$ cat src/rtl/bsc_pkg.sv
package bsc_pkg;

    // Record layout lengths, in bytes.
    localparam int HDR_LEN     = 12;
    localparam int CH_NAME_LEN = 32;
    localparam int SECRET_LEN  = 16;
    localparam int PUB_LEN     = 32;
    localparam int ALIAS_LEN   = 32;
    localparam int SEED_LEN    = 32;
    localparam int LOC_LEN     = 4;

    localparam logic [31:0] CRC_INIT = 32'hFFFF_FFFF;
    localparam logic [31:0] CRC_POLY = 32'hEDB8_8320;

    // Configuration register indexes.
    localparam logic [1:0] CFG_MAGIC    = 2'd0;
    localparam logic [1:0] CFG_MAX_CH   = 2'd1;
    localparam logic [1:0] CFG_MAX_CT   = 2'd2;
    localparam logic [1:0] CFG_RADIO_MAX = 2'd3;

    // Record status codes, reported with the last byte.
    localparam logic [2:0] ST_OK      = 3'd0;
    localparam logic [2:0] ST_SHORT   = 3'd1;
    localparam logic [2:0] ST_MAGIC   = 3'd2;
    localparam logic [2:0] ST_VERSION = 3'd3;
    localparam logic [2:0] ST_CRC     = 3'd4;
    localparam logic [2:0] ST_RANGE   = 3'd5;

    typedef enum logic [3:0] {
        F_HDR     = 4'd0,
        F_CHCNT   = 4'd1,
        F_NAME    = 4'd2,
        F_SECRET  = 4'd3,
        F_CTCNT   = 4'd4,
        F_KEY     = 4'd5,
        F_ALIAS   = 4'd6,
        F_ROLE    = 4'd7,
        F_IDFLAG  = 4'd8,
        F_SEED    = 4'd9,
        F_RLEN    = 4'd10,
        F_RADIO   = 4'd11,
        F_LOCFLAG = 4'd12,
        F_LAT     = 4'd13,
        F_LON     = 4'd14,
        F_IGN     = 4'd15
    } field_t;

    typedef struct packed {
        logic [7:0] byte_in;
        logic       last_byte;
    } in_item_t;

    typedef struct packed {
        logic [7:0] data_out;
        logic [3:0] field_tag;
        logic [7:0] entry_index;
        logic [7:0] byte_offset;
        logic       end_of_record;
        logic [2:0] status;
    } out_item_t;

    typedef struct packed {
        logic [31:0] magic_word;
        logic [7:0]  max_channels;
        logic [7:0]  max_contacts;
        logic [7:0]  radio_max;
    } cfg_t;

endpackage

$ cat src/rtl/bsc_crc_byte.sv
module bsc_crc_byte (
    input  logic [31:0] crc_in,
    input  logic [7:0]  data,
    output logic [31:0] crc_out
);
    import bsc_pkg::*;

    // Reflected CRC-32, eight bit steps for one byte.
    always_comb
    begin
        logic [31:0] c;
        c = crc_in ^ {24'd0, data};
        for (int k = 0; k < 8; k++)
        begin
            c = (c >> 1) ^ (c[0] ? CRC_POLY : 32'd0);
        end
        crc_out = c;
    end

endmodule

$ cat src/rtl/bsc_decoder.sv
module bsc_decoder (
    input  logic              clk,
    input  logic              rst_n,
    input  logic              step,
    input  bsc_pkg::in_item_t item,
    input  bsc_pkg::cfg_t     cfg,
    output bsc_pkg::out_item_t result
);
    import bsc_pkg::*;

    logic [15:0] byte_count_reg, byte_count_next;
    logic [31:0] crc_reg, crc_next;
    logic [31:0] stored_crc_reg, stored_crc_next;
    logic        magic_ok_reg, magic_ok_next;
    logic [15:0] version_reg, version_next;
    field_t      field_reg, field_next;
    logic [7:0]  offset_reg, offset_next;
    logic [7:0]  entry_reg, entry_next;
    logic [7:0]  total_reg, total_next;
    logic [7:0]  rblk_size_reg, rblk_size_next;
    logic        range_fault_reg, range_fault_next;

    logic [31:0] crc_upd;
    logic [7:0]  b;
    logic [7:0]  off_inc;
    logic [7:0]  entry_inc;
    logic [7:0]  adv_len;
    logic        adv_done;
    logic [7:0]  magic_byte;
    field_t      tail_field;

    bsc_crc_byte u_crc (
        .crc_in (crc_reg),
        .data   (item.byte_in),
        .crc_out(crc_upd)
    );

    assign b          = item.byte_in;
    assign off_inc    = offset_reg + 8'd1;
    assign entry_inc  = entry_reg + 8'd1;
    assign magic_byte = cfg.magic_word[{offset_reg[1:0], 3'b000} +: 8];
    assign tail_field = (version_reg == 16'd2) ? F_IDFLAG : F_IGN;

    // Length of the multi-byte field being walked.
    always_comb
    begin
        case (field_reg)
            F_HDR:    adv_len = 8'(HDR_LEN);
            F_NAME:   adv_len = 8'(CH_NAME_LEN);
            F_SECRET: adv_len = 8'(SECRET_LEN);
            F_KEY:    adv_len = 8'(PUB_LEN);
            F_ALIAS:  adv_len = 8'(ALIAS_LEN);
            F_SEED:   adv_len = 8'(SEED_LEN);
            F_RADIO:  adv_len = rblk_size_reg;
            F_LAT:    adv_len = 8'(LOC_LEN);
            F_LON:    adv_len = 8'(LOC_LEN);
            default:  adv_len = 8'd0;
        endcase
    end

    assign adv_done = (off_inc >= adv_len);

    always_comb
    begin
        byte_count_next  = byte_count_reg;
        crc_next         = (byte_count_reg >= 16'(HDR_LEN)) ? crc_upd : crc_reg;
        stored_crc_next  = stored_crc_reg;
        magic_ok_next    = magic_ok_reg;
        version_next     = version_reg;
        field_next       = field_reg;
        offset_next      = adv_done ? 8'd0 : off_inc;
        entry_next       = entry_reg;
        total_next       = total_reg;
        rblk_size_next   = rblk_size_reg;
        range_fault_next = range_fault_reg;

        result.data_out      = b;
        result.field_tag     = field_reg;
        result.entry_index   = 8'd0;
        result.byte_offset   = offset_reg;
        result.end_of_record = item.last_byte;
        result.status        = ST_OK;

        case (field_reg)
            F_HDR:
            begin
                if (offset_reg < 8'd4 && b != magic_byte)
                    magic_ok_next = 1'b0;
                if (offset_reg == 8'd4)
                    version_next = {version_reg[15:8], b};
                if (offset_reg == 8'd5)
                    version_next = {b, version_reg[7:0]};
                if (offset_reg >= 8'd8 && offset_reg < 8'd12)
                    stored_crc_next = stored_crc_reg
                                      | ({24'd0, b} << {offset_reg[1:0], 3'b000});
                if (adv_done)
                    field_next = F_CHCNT;
            end
            F_CHCNT:
            begin
                result.byte_offset = 8'd0;
                offset_next        = offset_reg;
                total_next         = b;
                entry_next         = 8'd0;
                if (b > cfg.max_channels)
                begin
                    range_fault_next = 1'b1;
                    field_next       = F_IGN;
                end
                else
                begin
                    field_next = (b == 8'd0) ? F_CTCNT : F_NAME;
                end
            end
            F_NAME:
            begin
                result.entry_index = entry_reg;
                if (offset_reg == 8'(CH_NAME_LEN - 1))
                    result.data_out = 8'd0;
                if (adv_done)
                    field_next = F_SECRET;
            end
            F_SECRET:
            begin
                result.entry_index = entry_reg;
                if (adv_done)
                begin
                    entry_next = entry_inc;
                    field_next = (entry_inc >= total_reg) ? F_CTCNT : F_NAME;
                end
            end
            F_CTCNT:
            begin
                result.byte_offset = 8'd0;
                offset_next        = offset_reg;
                total_next         = b;
                entry_next         = 8'd0;
                if (b > cfg.max_contacts)
                begin
                    range_fault_next = 1'b1;
                    field_next       = F_IGN;
                end
                else if (b == 8'd0)
                begin
                    field_next  = tail_field;
                    offset_next = 8'd0;
                end
                else
                begin
                    field_next = F_KEY;
                end
            end
            F_KEY:
            begin
                result.entry_index = entry_reg;
                if (adv_done)
                    field_next = F_ALIAS;
            end
            F_ALIAS:
            begin
                result.entry_index = entry_reg;
                if (offset_reg == 8'(ALIAS_LEN - 1))
                    result.data_out = 8'd0;
                if (adv_done)
                    field_next = F_ROLE;
            end
            F_ROLE:
            begin
                result.entry_index = entry_reg;
                result.byte_offset = 8'd0;
                offset_next        = offset_reg;
                entry_next         = entry_inc;
                if (entry_inc >= total_reg)
                begin
                    field_next  = tail_field;
                    offset_next = 8'd0;
                end
                else
                begin
                    field_next = F_KEY;
                end
            end
            F_IDFLAG:
            begin
                result.byte_offset = 8'd0;
                result.data_out    = {7'd0, (b != 8'd0)};
                field_next         = (b != 8'd0) ? F_SEED : F_RLEN;
                offset_next        = 8'd0;
            end
            F_SEED:
            begin
                if (adv_done)
                    field_next = F_RLEN;
            end
            F_RLEN:
            begin
                result.byte_offset = 8'd0;
                rblk_size_next     = b;
                offset_next        = 8'd0;
                if (b > cfg.radio_max)
                begin
                    range_fault_next = 1'b1;
                    field_next       = F_IGN;
                end
                else
                begin
                    field_next = (b == 8'd0) ? F_LOCFLAG : F_RADIO;
                end
            end
            F_RADIO:
            begin
                if (adv_done)
                    field_next = F_LOCFLAG;
            end
            F_LOCFLAG:
            begin
                result.byte_offset = 8'd0;
                result.data_out    = {7'd0, (b != 8'd0)};
                field_next         = (b != 8'd0) ? F_LAT : F_IGN;
                offset_next        = 8'd0;
            end
            F_LAT:
            begin
                if (adv_done)
                    field_next = F_LON;
            end
            F_LON:
            begin
                if (adv_done)
                    field_next = F_IGN;
            end
            default:
            begin
                result.byte_offset = 8'd0;
                field_next         = F_IGN;
                offset_next        = 8'd0;
            end
        endcase

        if (byte_count_reg != 16'hFFFF)
            byte_count_next = byte_count_reg + 16'd1;

        if (item.last_byte)
        begin
            if (byte_count_next < 16'(HDR_LEN + 2))
                result.status = ST_SHORT;
            else if (!magic_ok_next)
                result.status = ST_MAGIC;
            else if (version_next != 16'd1 && version_next != 16'd2)
                result.status = ST_VERSION;
            else if (~crc_next != stored_crc_next)
                result.status = ST_CRC;
            else if (range_fault_next
                     || (field_next inside {F_NAME, F_SECRET, F_CTCNT, F_KEY, F_ALIAS,
                                            F_ROLE, F_SEED, F_RADIO, F_LAT, F_LON}))
                result.status = ST_RANGE;
            else
                result.status = ST_OK;

            // Record done: the stream state returns to its idle values.
            byte_count_next  = 16'd0;
            crc_next         = CRC_INIT;
            stored_crc_next  = 32'd0;
            magic_ok_next    = 1'b1;
            version_next     = 16'd0;
            field_next       = F_HDR;
            offset_next      = 8'd0;
            entry_next       = 8'd0;
            total_next       = 8'd0;
            rblk_size_next   = 8'd0;
            range_fault_next = 1'b0;
        end
    end

    always_ff @(posedge clk or negedge rst_n)
    begin
        if (!rst_n)
        begin
            byte_count_reg  <= 16'd0;
            crc_reg         <= CRC_INIT;
            stored_crc_reg  <= 32'd0;
            magic_ok_reg    <= 1'b1;
            version_reg     <= 16'd0;
            field_reg       <= F_HDR;
            offset_reg      <= 8'd0;
            entry_reg       <= 8'd0;
            total_reg       <= 8'd0;
            rblk_size_reg   <= 8'd0;
            range_fault_reg <= 1'b0;
        end
        else if (step)
        begin
            byte_count_reg  <= byte_count_next;
            crc_reg         <= crc_next;
            stored_crc_reg  <= stored_crc_next;
            magic_ok_reg    <= magic_ok_next;
            version_reg     <= version_next;
            field_reg       <= field_next;
            offset_reg      <= offset_next;
            entry_reg       <= entry_next;
            total_reg       <= total_next;
            rblk_size_reg   <= rblk_size_next;
            range_fault_reg <= range_fault_next;
        end
    end

endmodule

$ cat config.mk
export PLATFORM = sky130hd
export DESIGN_NAME = bsc_decoder
export DESIGN_NICKNAME = d
export VERILOG_FILES = /design/src/rtl/bsc_pkg.sv /design/src/rtl/bsc_crc_byte.sv /design/src/rtl/bsc_decoder.sv
export SDC_FILE = /design/constraint.sdc
export NUM_CORES = 1
export LEC_CHECK = 0
export ABC_AREA = 1
export BUFFER_PORTS_ARGS = -buffer_cell sky130_fd_sc_hd__buf_2
export CAP_MARGIN = 20
export CORE_ASPECT_RATIO = 0.9
export CORE_MARGIN = 3
export CORE_UTILIZATION = 60
export DETAILED_ROUTE_END_ITERATION = 6
export GPL_ROUTABILITY_DRIVEN = 0
export PLACE_DENSITY = 0.8
export SYNTH_ARGS = -nofsm -noshare
export SYNTH_HDL_FRONTEND = slang
export SYNTH_SLANG_ARGS = --single-unit
$ cat constraint.sdc
create_clock -name clk -period 4.88 [get_ports clk]
set_input_delay 0.732 -clock clk [delete_from_list [all_inputs] [get_ports clk]]
set_output_delay 0.732 -clock clk [all_outputs]
set_load 0.02 [all_outputs]
# Word-level counts from Yosys, hierarchy flattened
# Cells that the tools add are included.
# classes
div	0
n_mul	0
order_cmp	10
n_addsub	3
n_bitwise	11
shifts	2
muxes	73
reduce_logical	22
n_eq_ne	38
# ops
op	n
2-to-1 mux 32 bit	13
bitwise XOR 31 x 32 -> 32 bit	8
2-to-1 mux 8 bit	15
2-to-1 mux 16 bit	5
one-hot mux 4 bit (15 select lines)	1
2-to-1 mux 4 bit	14
equality test 4 bit, second input constant	11
one-hot mux 8 bit (5 select lines)	1
2-to-1 mux 3 bit	11
equality test 4 x 3 -> 1 bit, second input constant	8
inequality test 32 bit	1
NOT 32 bit	1
bitwise OR 32 bit	1
one-hot mux 8 bit (4 select lines)	1
indexed part select 32 x 6 -> 8 bit	1
left shift 8 x 5 -> 32 bit	1
bitwise XOR 32 x 8 -> 32 bit	1
greater-than comparator 8 bit	3
one-hot mux 8 bit (3 select lines)	1
adder 16 x 1 -> 16 bit, second input constant	1
adder 8 x 1 -> 8 bit, second input constant	2
equality test 16 x 2 -> 1 bit, second input constant	1
equality test 4 x 2 -> 1 bit, second input constant	4
equality test 8 x 3 -> 1 bit, second input constant	2
other kinds (33)	51
# word_totals
mem_count	0
romBits	0
ram_bits	0
in_bits	68
regBits	134
latch_bits	0
wordCells	170

# Longest topological paths before layout
# depth
depth_word	25
depth_mapped	28
depth_no_buf	28

# Cells and area by module
# From an unflattened synthesis, not the netlist that was laid out.
# unflattened
cells_unflattened	1744
hier_area_um2	11229.5
# modules_own_cells
module	cells_per_inst	area_per_inst_um2	instances
bsc_decoder	1523	10005.8	1
bsc_crc_byte	221	1223.7	1

# Worst setup path after synthesis
# No wires, ideal clock.
# synth_path
path_type	reg2out
start	register offset_reg[0]
end	output result[0] in the netlist's numbering
t_arrival_ps	3306
setup_slack_ps	842
path_stages_with_launch	28
cell_sequence	dfrtp_1 > buf_2 > inv_1 > buf_2 > nor3_1 > nand3_1 > nor3_1 > xor2_1 > inv_1 > ha_1 > nand2_1 > inv_1 > nor2_1 > o21a_1 > nand2_1 > inv_1 > nand2_1 > nand2_1 > nand2_1 > o21ai_0 > nand2_1 > inv_1 > nand2_1 > nand2_1 > nand3_1 > nand2_1 > nand2_1 > a21oi_2
# synth_lines
element	line_no	rtl
start: declaration	bsc_decoder.sv:17	logic [7:0] offset_reg, offset_next;
start signal: assignment	bsc_decoder.sv:299	offset_reg <= offset_next;
end: declaration	bsc_decoder.sv:7	output bsc_pkg::out_item_t result

==> run summary <==
total power = 4.00 mW
Vias/cell = 5.85
Tmin final = 4.68 ns
via count = 12300
Core ar. = 18000 um^2
Slowest Stage Delay on Critical Path = 0.43 ns
root buffer selected by CTS = clkbuf_16
relative slew slack = 35.8%
Setup TNS = 0 ns
Critical Path Most Common Cell = nand2_1
Yosys top cell area share = 22.4%
clock transition at the registers of the reported paths = 0.07 ns
register bit total from synthesis = 134
synthesized area = 11300 um^2
Area after DPL = 11900 um^2
row count = 46
WHS = 0.0908 ns
post-route cell area = 12600 um^2
initial antenna violation count = 0
Mapped Avg Cell Area = 6.39 um^2
clk sinks = 134
CTS max path bufs = 2
final wirelength = 36300 um
Synth area leader = dfrtp_1
final hold vios = 0
skew final = 0.0161 ns
max cap viols = 0
CP startpoint kind = flip-flop
register area share after synthesis = 30.1%
Syn-to-layout area delta = 11.8%
num ports = 100
Placed Instances = 2064
Nets = 1962
grt ovf = 0
fillcell total = 1520
Worst-Skew Late Latency = 0.43 ns
largest cells by area after synthesis = dfrtp_1 22%, nand2_1 18%, inv_1 9.1%
most frequent cells in the layout = 548 x nand2_1, 274 x inv_1, 153 x nand3_1, 148 x nor2_1, 99 x dfrtp_1
Antenna Violating Nets Remaining = 0
Post-DP HPWL = 26000 um
syn nets = 1877
outcome = completed
Max VDD drop = 266 uV
Pins Over Slew Limit = 0
Avg WL per Cell = 17.2 um
DRC = 0
cts hold-fix bufs = 0
Worst path top cell family by delay = simple AND/OR/NAND/NOR gates
Critical Path AT = 3.94 ns
worst setup margin = 0.205 ns
final non-filler cell total = 2102
Yosys cell types = 52
chip width = 150 um
Setup CP Type = reg -> out
PortBufs = 99
total CTS buffers = 17
Initial Util = 62.6%
pre-CTS setup slack = 0.522 ns
critical path peak fanout = 16
CP Buf/Inv Count = 5
crit end category = output port
synth warn = 0
share of layout cells above drive strength 1 = 14.7%
commonest non-fill, non-tap cell in the layout = nand2_1
TritonRoute pass-1 iters = 7
number of synthesized flops with an enable pin = 0
Final Util = 69.9%
Syn Inst Count = 1763
Worst Max-Slew Pin Slew = 0.962 ns
post-synthesis async set-or-reset flop share = 100%
Die ar. = 20500 um^2
CTS tree = done
vias in the first global route = 11100
Pleak = 6.98 nW
first-pass GRT wire length = 57500 um
HP Class = in -> async
Peak Freq = 214 MHz
Die Height = 136 um
initial drt markers = 1693
Top FF cell, synth = dfrtp_1
worst path required time = 4.15 ns
CP max-delay cell = dfrtp_2
largest net degree at the start of global routing = 80
GRT Overall Usage = 35.4%
final setup violation count = 0
Tcrit/Tclk final = 95.8%
PwrDens = 318 nW/um^2
Max H-tree Level = 4
==> worst reg2reg max path: cells and delay by family (launching register included) <==
kind | cells | cell delay, ns
AOI/OAI and AO/OA | 4 | 0.75
xor gates and xnor gates | 1 | 0.20
adders and majority gates | 1 | 0.30
buffers and inverters | 2 | 0.15
DFF | 1 | 0.41
and+or+nand+nor | 6 | 1.31
==> report_power, final <==
part	internal, mW	switching, mW	total, mW
sequential	1.19	0.0563	1.24
combinational	0.432	1.02	1.45
clock	0.761	0.546	1.31
==> cells in the mapped netlist (6+ instances only) <==
cell type / number
nand2_2: 26
nand3_1: 155
nor2_1: 150
nand2_1: 549
nand4_1: 20
nor3_1: 18
a211oi_1: 16
dfstp_2: 33
a21oi_1: 43
a31oi_1: 8
inv_1: 274
ha_1: 46
buf_6: 9
inv_2: 12
o21ai_0: 85
mux2_2: 6
xor2_1: 33
buf_2: 11
clkbuf_1: 25
dfrtp_1: 101
nor2_2: 7
o22ai_1: 64
o21ai_1: 7
==> timing repair <==
action,in CTS,in global routing
cloned,0,1
pin swaps,0,1
resized for setup,1,16
buffers inserted,0,4
setup endpoints to repair,2,2
==> routing by layer <==
layer	up-vias	share of wire (%)	GRT usage, %
li1	5833	-	-
met1	5581	41	49.8
met2	793	43	54.5
met3	90	13	7.87
met4	0	2.7	11.3
met5	-	0	0
==> cells by family (layout without fill, tap and decap cells) <==
kind of cell	count (synthesis)	after routing	synth area share, %
buffers and inverters	343	441	12.4
multiplexers	6	6	0.599
flip-flops	134	134	30.1
AND/OR/NAND/NOR	952	952	36.3
XOR/XNOR	33	33	2.56
AO/OA/AOI/OAI	249	249	12.9
other	0	1	0
adder cells (fa/ha/maj)	46	46	5.11
==> path summary, 6_finish.rpt <==
kind,slack (ns),endpoint,depth (start not counted),startpoint
worst min-delay path,0.09,entry_reg[4]$_DFFE_PN0P_,1,rst_n
worst min register to register,0.51,total_reg[0]$_DFFE_PN0P_,2,total_reg[0]$_DFFE_PN0P_
max in group asynchronous,3.73,offset_reg[1]$_DFFE_PN0P_,2,rst_n
worst max register to register,1.61,offset_reg[6]$_DFFE_PN0P_,14,entry_reg[2]$_DFFE_PN0P_
worst max-delay path,0.20,result[0],27,offset_reg[1]$_DFFE_PN0P_
min in group clk,0.51,total_reg[0]$_DFFE_PN0P_,2,total_reg[0]$_DFFE_PN0P_
==> area by class of cell <==
cell class                      instances  area (um^2)  share of cell area (%)
Timing Repair Buffer                  120          689                    5.47
Tap cell                              240          300                    2.38
Clock inverter                         13          149                    1.18
Sequential cell                       134         3400                    27.0
Inverter                              289         1090                    8.67
Antenna cell                            1         2.50                  0.0199
Clock buffer                           19          433                    3.44
Multi-Input combinational cell       1286         6530                    51.9
Power figures use the tool's default switching activity.
